==> src/rtl/swrs_pkg.sv <==
package swrs_pkg;

  localparam int INT_W      = 64;
  localparam int FLUX_W     = 48;
  localparam int RATIO_BITS = 16;
  localparam int SQ_BITS    = 48;
  localparam int DT_W       = 16;
  localparam logic [DT_W-1:0] DT_RESET = 16'd2621;

  localparam logic [INT_W-1:0] LIM_U = 64'h2000_0000_0000_0000;

  typedef enum logic [4:0] {
    STEP_SQRT_G,
    STEP_SQRT_D,
    STEP_MG,
    STEP_MD,
    STEP_C,
    STEP_T1,
    STEP_FM,
    STEP_A,
    STEP_B,
    STEP_E,
    STEP_F,
    STEP_S2,
    STEP_T2,
    STEP_FQ,
    STEP_DH,
    STEP_DQ,
    STEP_DIV,
    STEP_UNZ,
    STEP_Q,
    STEP_COMMIT
  } step_t;

  typedef enum logic [2:0] {
    S_IDLE,
    S_ISSUE,
    S_WAIT,
    S_EMIT1,
    S_EMIT2
  } state_t;

  typedef struct packed {
    logic  load_in;
    logic  start;
    step_t step;
    logic  load_out;
    logic  out_end;
  } dp_cmd_t;

  typedef struct packed {
    logic done;
    logic div_ok;
  } dp_status_t;

endpackage

==> src/rtl/swrs_ctrl.sv <==
module swrs_ctrl (
  input  logic                 clk,
  input  logic                 rst_n,
  input  logic                 in_valid,
  input  logic                 in_last_cell,
  output logic                 in_stall,
  output logic                 out_valid,
  input  logic                 out_stall,
  output swrs_pkg::dp_cmd_t    cmd,
  input  swrs_pkg::dp_status_t status
);

  swrs_pkg::state_t state_r, state_nxt;
  swrs_pkg::step_t  step_r, step_nxt;
  logic [1:0]       fill_r, fill_nxt;
  logic             last_r, last_nxt;
  logic             two_r, two_nxt;
  logic             out_valid_r, out_valid_nxt;
  logic             out_free;

  function automatic swrs_pkg::step_t next_step(input swrs_pkg::step_t s,
                                                input logic [1:0] fill,
                                                input logic div_ok);
    swrs_pkg::step_t n;
    begin
      unique case (s)
        swrs_pkg::STEP_SQRT_G: n = swrs_pkg::STEP_SQRT_D;
        swrs_pkg::STEP_SQRT_D: n = swrs_pkg::STEP_MG;
        swrs_pkg::STEP_MG:     n = swrs_pkg::STEP_MD;
        swrs_pkg::STEP_MD:     n = swrs_pkg::STEP_C;
        swrs_pkg::STEP_C:      n = swrs_pkg::STEP_T1;
        swrs_pkg::STEP_T1:     n = swrs_pkg::STEP_FM;
        swrs_pkg::STEP_FM:     n = swrs_pkg::STEP_A;
        swrs_pkg::STEP_A:      n = swrs_pkg::STEP_B;
        swrs_pkg::STEP_B:      n = swrs_pkg::STEP_E;
        swrs_pkg::STEP_E:      n = swrs_pkg::STEP_F;
        swrs_pkg::STEP_F:      n = swrs_pkg::STEP_S2;
        swrs_pkg::STEP_S2:     n = swrs_pkg::STEP_T2;
        swrs_pkg::STEP_T2:     n = swrs_pkg::STEP_FQ;
        swrs_pkg::STEP_FQ:     n = fill[1] ? swrs_pkg::STEP_DH : swrs_pkg::STEP_COMMIT;
        swrs_pkg::STEP_DH:     n = swrs_pkg::STEP_DQ;
        swrs_pkg::STEP_DQ:     n = div_ok ? swrs_pkg::STEP_DIV : swrs_pkg::STEP_UNZ;
        swrs_pkg::STEP_DIV:    n = swrs_pkg::STEP_Q;
        swrs_pkg::STEP_UNZ:    n = swrs_pkg::STEP_Q;
        swrs_pkg::STEP_Q:      n = swrs_pkg::STEP_COMMIT;
        default:               n = swrs_pkg::STEP_COMMIT;
      endcase
      return n;
    end
  endfunction

  assign out_free  = !out_valid_r || !out_stall;
  assign out_valid = out_valid_r;

  always_ff @(posedge clk) begin
    if (!rst_n) begin
      state_r     <= swrs_pkg::S_IDLE;
      step_r      <= swrs_pkg::STEP_COMMIT;
      fill_r      <= 2'd0;
      last_r      <= 1'b0;
      two_r       <= 1'b0;
      out_valid_r <= 1'b0;
    end else begin
      state_r     <= state_nxt;
      step_r      <= step_nxt;
      fill_r      <= fill_nxt;
      last_r      <= last_nxt;
      two_r       <= two_nxt;
      out_valid_r <= out_valid_nxt;
    end
  end

  always_comb begin
    state_nxt = state_r;
    step_nxt  = step_r;
    fill_nxt  = fill_r;
    last_nxt  = last_r;
    two_nxt   = two_r;
    cmd       = '0;
    cmd.step  = step_r;
    in_stall  = 1'b1;
    unique case (state_r)
      swrs_pkg::S_IDLE: begin
        in_stall = 1'b0;
        if (in_valid) begin
          cmd.load_in = 1'b1;
          last_nxt    = in_last_cell;
          step_nxt    = (fill_r == 2'd0) ? swrs_pkg::STEP_COMMIT : swrs_pkg::STEP_SQRT_G;
          state_nxt   = swrs_pkg::S_ISSUE;
        end
      end
      swrs_pkg::S_ISSUE: begin
        cmd.start = 1'b1;
        state_nxt = swrs_pkg::S_WAIT;
      end
      swrs_pkg::S_WAIT: begin
        if (status.done) begin
          if (step_r == swrs_pkg::STEP_COMMIT) begin
            if (last_r) begin
              fill_nxt = 2'd0;
            end else if (fill_r == 2'd0) begin
              fill_nxt = 2'd1;
            end else if (fill_r == 2'd1) begin
              fill_nxt = 2'd2;
            end else begin
              fill_nxt = 2'd3;
            end
            two_nxt   = (fill_r == 2'd2) || last_r;
            state_nxt = fill_r[1] ? swrs_pkg::S_EMIT1 : swrs_pkg::S_IDLE;
          end else begin
            step_nxt  = next_step(step_r, fill_r, status.div_ok);
            state_nxt = swrs_pkg::S_ISSUE;
          end
        end
      end
      swrs_pkg::S_EMIT1: begin
        if (out_free) begin
          cmd.load_out = 1'b1;
          cmd.out_end  = 1'b0;
          state_nxt    = two_r ? swrs_pkg::S_EMIT2 : swrs_pkg::S_IDLE;
        end
      end
      swrs_pkg::S_EMIT2: begin
        if (out_free) begin
          cmd.load_out = 1'b1;
          cmd.out_end  = last_r;
          state_nxt    = swrs_pkg::S_IDLE;
        end
      end
      default: begin
        state_nxt = swrs_pkg::S_IDLE;
      end
    endcase
    out_valid_nxt = cmd.load_out || (out_valid_r && out_stall);
  end

  a_done_not_start: assert property (@(posedge clk) disable iff (!rst_n)
    status.done |-> !cmd.start)
    else $error("unit done while a new step starts");

  a_load_free: assert property (@(posedge clk) disable iff (!rst_n)
    cmd.load_out |-> (!out_valid_r || !out_stall))
    else $error("result register overwritten");

  a_first_cell: assert property (@(posedge clk) disable iff (!rst_n)
    (state_r == swrs_pkg::S_IDLE && in_valid && fill_r == 2'd0)
      |=> (step_r == swrs_pkg::STEP_COMMIT))
    else $error("left ghost not stored directly");

  a_emit: assert property (@(posedge clk) disable iff (!rst_n)
    (state_r == swrs_pkg::S_WAIT && status.done && step_r == swrs_pkg::STEP_COMMIT
     && fill_r[1]) |=> (state_r == swrs_pkg::S_EMIT1))
    else $error("domain cell result skipped");

endmodule

==> config.mk <==
export PLATFORM = sky130hd
export DESIGN_NAME = swrs_ctrl
export DESIGN_NICKNAME = d
export VERILOG_FILES = /design/src/rtl/swrs_pkg.sv /design/src/rtl/swrs_ctrl.sv
export SDC_FILE = /design/constraint.sdc
export NUM_CORES = 1
export LEC_CHECK = 0
export BUFFER_PORTS_ARGS = -buffer_cell sky130_fd_sc_hd__buf_2
export CORE_MARGIN = 3
export CORE_UTILIZATION = 45
export CTS_CLUSTER_DIAMETER = 100
export DETAILED_ROUTE_END_ITERATION = 12
export PLACE_DENSITY = 0.81
export SLEW_MARGIN = 30
export SYNTH_ARGS = -nofsm -noshare
export SYNTH_HDL_FRONTEND = slang
export SYNTH_SLANG_ARGS = --single-unit
==> constraint.sdc <==
create_clock -name clk -period 1.75 [get_ports clk]
set_input_delay 0.175 -clock clk [delete_from_list [all_inputs] [get_ports clk]]
set_output_delay 0.175 -clock clk [all_outputs]
set_load 0.1 [all_outputs]
==> impl_table.tex <==
\begin{tabular}{lr}
\hline
Metric & Value \\
\hline
\multicolumn{2}{l}{\textbf{Critical path}} \\
\quad Data required time of the critical path & 1.57 ns \\
\quad Worst setup path class & register to output pin \\
\quad Delay contributed by the slowest stage of the critical path & approximately 0.40 ns \\
\quad Slowest cell on the critical path & sky130\_fd\_sc\_hd\_\_or3\_4 \\
\quad Critical Path Fanout Max & 9 \\
\quad Nature of the critical path startpoint & register \\
\quad Cells traversed along the worst timing path & buf\_6, or3\_4, nor2\_4, buf\_12 \\
\quad Setup crit end kind & output pin \\
\quad R2R setup slack & 0.08 ns \\
\quad CP arrival & 1.50 ns \\
\multicolumn{2}{l}{\textbf{Synthesis}} \\
\quad Warnings from Yosys & 0 \\
\quad Main combinational cell family by area after synthesis & simple AND/OR/NAND/NOR gates \\
\quad Count of distinct cell types in the synthesized netlist & 34 \\
\quad Fraction of synthesized area in multiplexers & $\sim$2.6\% \\
\quad Complex-gate fraction of the synthesized area & 27.68\% \\
\quad Sequential share of the synthesized area & approximately 33\% \\
\quad Syn nets & 106 \\
\quad Most instantiated flip-flop cell in the synthesis netlist & sky130\_fd\_sc\_hd\_\_dfxtp\_1 \\
\quad Flip-flop and latch count after synthesis & 13 \\
\quad Average instance area after synthesis & 7.899 um\^{}2 \\
\quad Xor and xnor fraction of the mapped netlist area & 0\% \\
\quad Area fraction in and, or, nand and nor cells after synthesis & 30.08\% \\
\quad Fraction of registers with async set/reset & 0\% \\
\quad Cell count after synthesis & 99 \\
\quad Share of synthesized cell area in full adder, half adder and majority cells & 0\% \\
\quad Summed instance area of the synthesized netlist & 782.0 um\^{}2 \\
\quad EDFF count, synth & 0 \\
\multicolumn{2}{l}{\textbf{Placed design}} \\
\quad Post-detail-place hpwl & 1.564 mm \\
\quad Standard cell area after detailed placement & 991.0 um\^{}2 \\
\quad Last weighted congestion value of the routability-driven placer & 0.9229 \\
\quad Count of input and output buffers & 17 \\
\multicolumn{2}{l}{\textbf{Floorplan}} \\
\quad Die Ht & 47.69 um \\
\quad Core Area & 0.001577 mm\^{}2 \\
\quad Initial standard-cell utilization of the core & 49.60\% \\
\quad Horiz. Die Dim & 47.69 um \\
\quad Number of rows created at floorplan & 14 \\
\quad Top Ports & 18 \\
\quad Area enclosed by the die boundary & 0.002274 mm\^{}2 \\
\multicolumn{2}{l}{\textbf{Power}} \\
\quad Leakage power figure & 0.4049 nW \\
\quad Flop pwr share & 37.9\% \\
\quad Combinational fraction of design power & about two fifths \\
\quad Total power & 0.8834 mW \\
\quad Power spent charging and discharging nets & 0.3754 mW \\
\quad Switching share of power & 42.49\% \\
\quad Internal power summed over all cells & 0.5080 mW \\
\quad Clock network fraction of total power & about 22\% \\
\quad Worst vdd ir & 0.5000 mV \\
\quad Power per unit of standard cell area & between 800 and 900 mW/mm\^{}2 \\
\multicolumn{2}{l}{\textbf{Finish}} \\
\quad Antenna Cells & 0 \\
\quad Post-route cell area & 0.001033 mm\^{}2 \\
\quad Finished Core Util & about two thirds \\
\quad Area Growth Syn to Fin & 32.16\% \\
\quad Layout Nets & 130 \\
\quad Fraction of final layout cells with drive strength greater than 1 & 36.89\% \\
\multicolumn{2}{l}{\textbf{Clocking}} \\
\quad Cts hold-fix bufs & 0 \\
\quad Sink count of the clock tree & 13 \\
\quad Number of H-tree levels & 1 \\
\quad Clock latency on the worst-skew pair & 0.29 ns \\
\quad Cell at the root of the clock tree & sky130\_fd\_sc\_hd\_\_clkbuf\_4 \\
\quad \# Post-CTS Setup Buffers & 0 \\
\quad Clock transition at the registers of the reported paths & 0.08 ns \\
\quad CTS tree & yes \\
\quad Total CTS buffers & 3 \\
\quad Maximum clock insertion buffer count & 2 \\
\multicolumn{2}{l}{\textbf{Global routing}} \\
\quad Met2 Resource Use GR & approximately a third \\
\quad Vias in the first global route & just over 700 \\
\quad Wire length of the first global-routing pass & 3.256 mm \\
\quad Initial antenna violation count & 0 \\
\quad Most crowded layer after global routing & met2 \\
\quad Residual overflow from global routing & 0 \\
\quad Tot GR Track Use & about a fifth \\
\quad Global routing usage on met1 & approximately a quarter \\
\quad Global-route met3 utilization & 5.263\% \\
\quad Maximum number of pins on one net before global-route repair & 11 \\
\multicolumn{2}{l}{\textbf{STA}} \\
\quad Fin Clk Skew & 0.008086 ns \\
\quad Worst relative slew slack & 67.96\% \\
\quad Pin slew with the least headroom to its limit & between 0.4 and 0.5 ns \\
\quad Final worst path period share & a little over nine tenths \\
\quad Highest achievable clock rate & 595.6 MHz \\
\quad Setup repair after global routing missed its margin & no \\
\quad Final-report max-slew violation count & 0 \\
\quad Final Critical Period & 1.679 ns \\
\quad Worst-case hold slack & 0.1146 ns \\
\quad Hold Fails Final Rpt & 0 \\
\quad Final count of negative-setup-slack endpoints & 0 \\
\multicolumn{2}{l}{\textbf{Drt}} \\
\quad Total number of vias & 854 \\
\quad First-pass DRT Iterations & 4 \\
\quad Total wirelength of the detailed-routed design & around 2.1 mm \\
\quad Routed vias/inst & 6.188 \\
\quad Drt first-iter violations & 38 \\
\quad Post-detailed-route count of antenna-violating nets & 0 \\
\quad DRC viols & 0 \\
\quad Wire length per cell & between 15 and 20 um \\
\multicolumn{2}{l}{\textbf{Status}} \\
\quad Outcome & completed \\
\multicolumn{2}{l}{\textbf{Run}} \\
\quad Max Cap Violations & 0 \\
\multicolumn{2}{l}{\textbf{Min path}} \\
\quad Class of the most critical hold timing path & input pin to register \\
\hline
\end{tabular}
==> flip-flops by register name, indices dropped and copies added (netlist names) <==
signal / count
step_r: 5
two_r: 1
state_r: 3
last_r: 1
fill_r: 2
out_valid: 1
==> power by group through the flow <==
stage	registers, mW	clock network [mW]	logic, mW
finish	0.335	0.191	0.357
global route	0.338	0.212	0.382
CTS	0.335	0.193	0.354
detailed placement	0.342	0	0.349
floorplan	0.398	0	0.210
global placement	0.340	0	0.342
==> area by class of cell <==
type                    instances  area [um^2]
clock buffers                   4        26.28
fillers                       128        543.0
inverters                       6        22.52
multi-input cells              77        516.7
flip-flops and latches         13        274.0
well taps                      16        20.02
repair buffers                 22        173.9
==> Yosys cell counts, types with 2 or more instances <==
cell | n | area share, %
sky130_fd_sc_hd__nor3b_1 | 2 | 1.9
sky130_fd_sc_hd__nor3_1 | 2 | 1.3
sky130_fd_sc_hd__nand2_1 | 7 | 3.4
sky130_fd_sc_hd__nand3_1 | 5 | 3.2
sky130_fd_sc_hd__nor2b_1 | 3 | 2.4
sky130_fd_sc_hd__a21oi_1 | 8 | 5.1
sky130_fd_sc_hd__nor2_1 | 12 | 5.8
sky130_fd_sc_hd__nand2b_1 | 3 | 2.4
sky130_fd_sc_hd__inv_1 | 5 | 2.4
sky130_fd_sc_hd__mux2i_1 | 2 | 2.6
sky130_fd_sc_hd__dfxtp_1 | 13 | 33
sky130_fd_sc_hd__nand4_1 | 2 | 1.6
sky130_fd_sc_hd__buf_6 | 2 | 2.9
sky130_fd_sc_hd__o21ai_0 | 10 | 6.4
sky130_fd_sc_hd__a22oi_1 | 2 | 1.9
sky130_fd_sc_hd__o211ai_1 | 2 | 1.9
sky130_fd_sc_hd__a31oi_1 | 2 | 1.6
==> what timing repair did <==
item,CTS,global route
hold endpoints to repair,0,0
endpoints found under the setup margin,1,7
resized for setup,2,4
pin swaps,0,2
==> logic make-up after synthesis <==
family / count (synthesis)
compound gates: 33
buf+inv: 9
flops: 13
mux: 2
simple gates: 42
==> layout by cell type (no fill, tap or decap), types with 5 or more instances in the layout <==
master	n
sky130_fd_sc_hd__buf_4	5
sky130_fd_sc_hd__a21oi_1	7
sky130_fd_sc_hd__dfxtp_1	6
sky130_fd_sc_hd__nor2_1	10
sky130_fd_sc_hd__nand3_1	5
sky130_fd_sc_hd__nand2_1	7
sky130_fd_sc_hd__dfxtp_2	5
sky130_fd_sc_hd__buf_2	13
sky130_fd_sc_hd__o21ai_0	10
sky130_fd_sc_hd__inv_1	5
==> critical path, delay by kind of cell, from the launching register on <==
family,cells,cell delay (ns)
and+or+nand+nor,2,0.56
buffers and inverters,2,0.32
DFF,1,0.34
==> per-stage QoR <==
stage	instances	setup TNS (ns)	setup slack, ns
6_report	138	0	0.07090
5_1_grt	138	0	0.01556
4_1_cts	138	0	0.01890
3_5_place_dp	134	0	0.05762
3_3_place_gp	134	0	0.1118
2_1_floorplan	99	-0.1322	-0.1322
==> metal layers <==
layer	routed length (um)	share of wire (%)	vias up
met2	977	47	52
met5	0	0	-
met4	49	2.4	0
met3	166	8.0	7
li1	-	-	412
met1	883	43	383
==> path summary, 6_finish.rpt <==
check | from | to | depth (start not counted)
min | rst_n | step_r[4] | 2
max | state_r[2] | cmd[8] | 4
max reg2reg | state_r[2] | fill_r[0] | 5
min reg2reg | two_r | state_r[2] | 2
(Power assumes the default switching activity.)
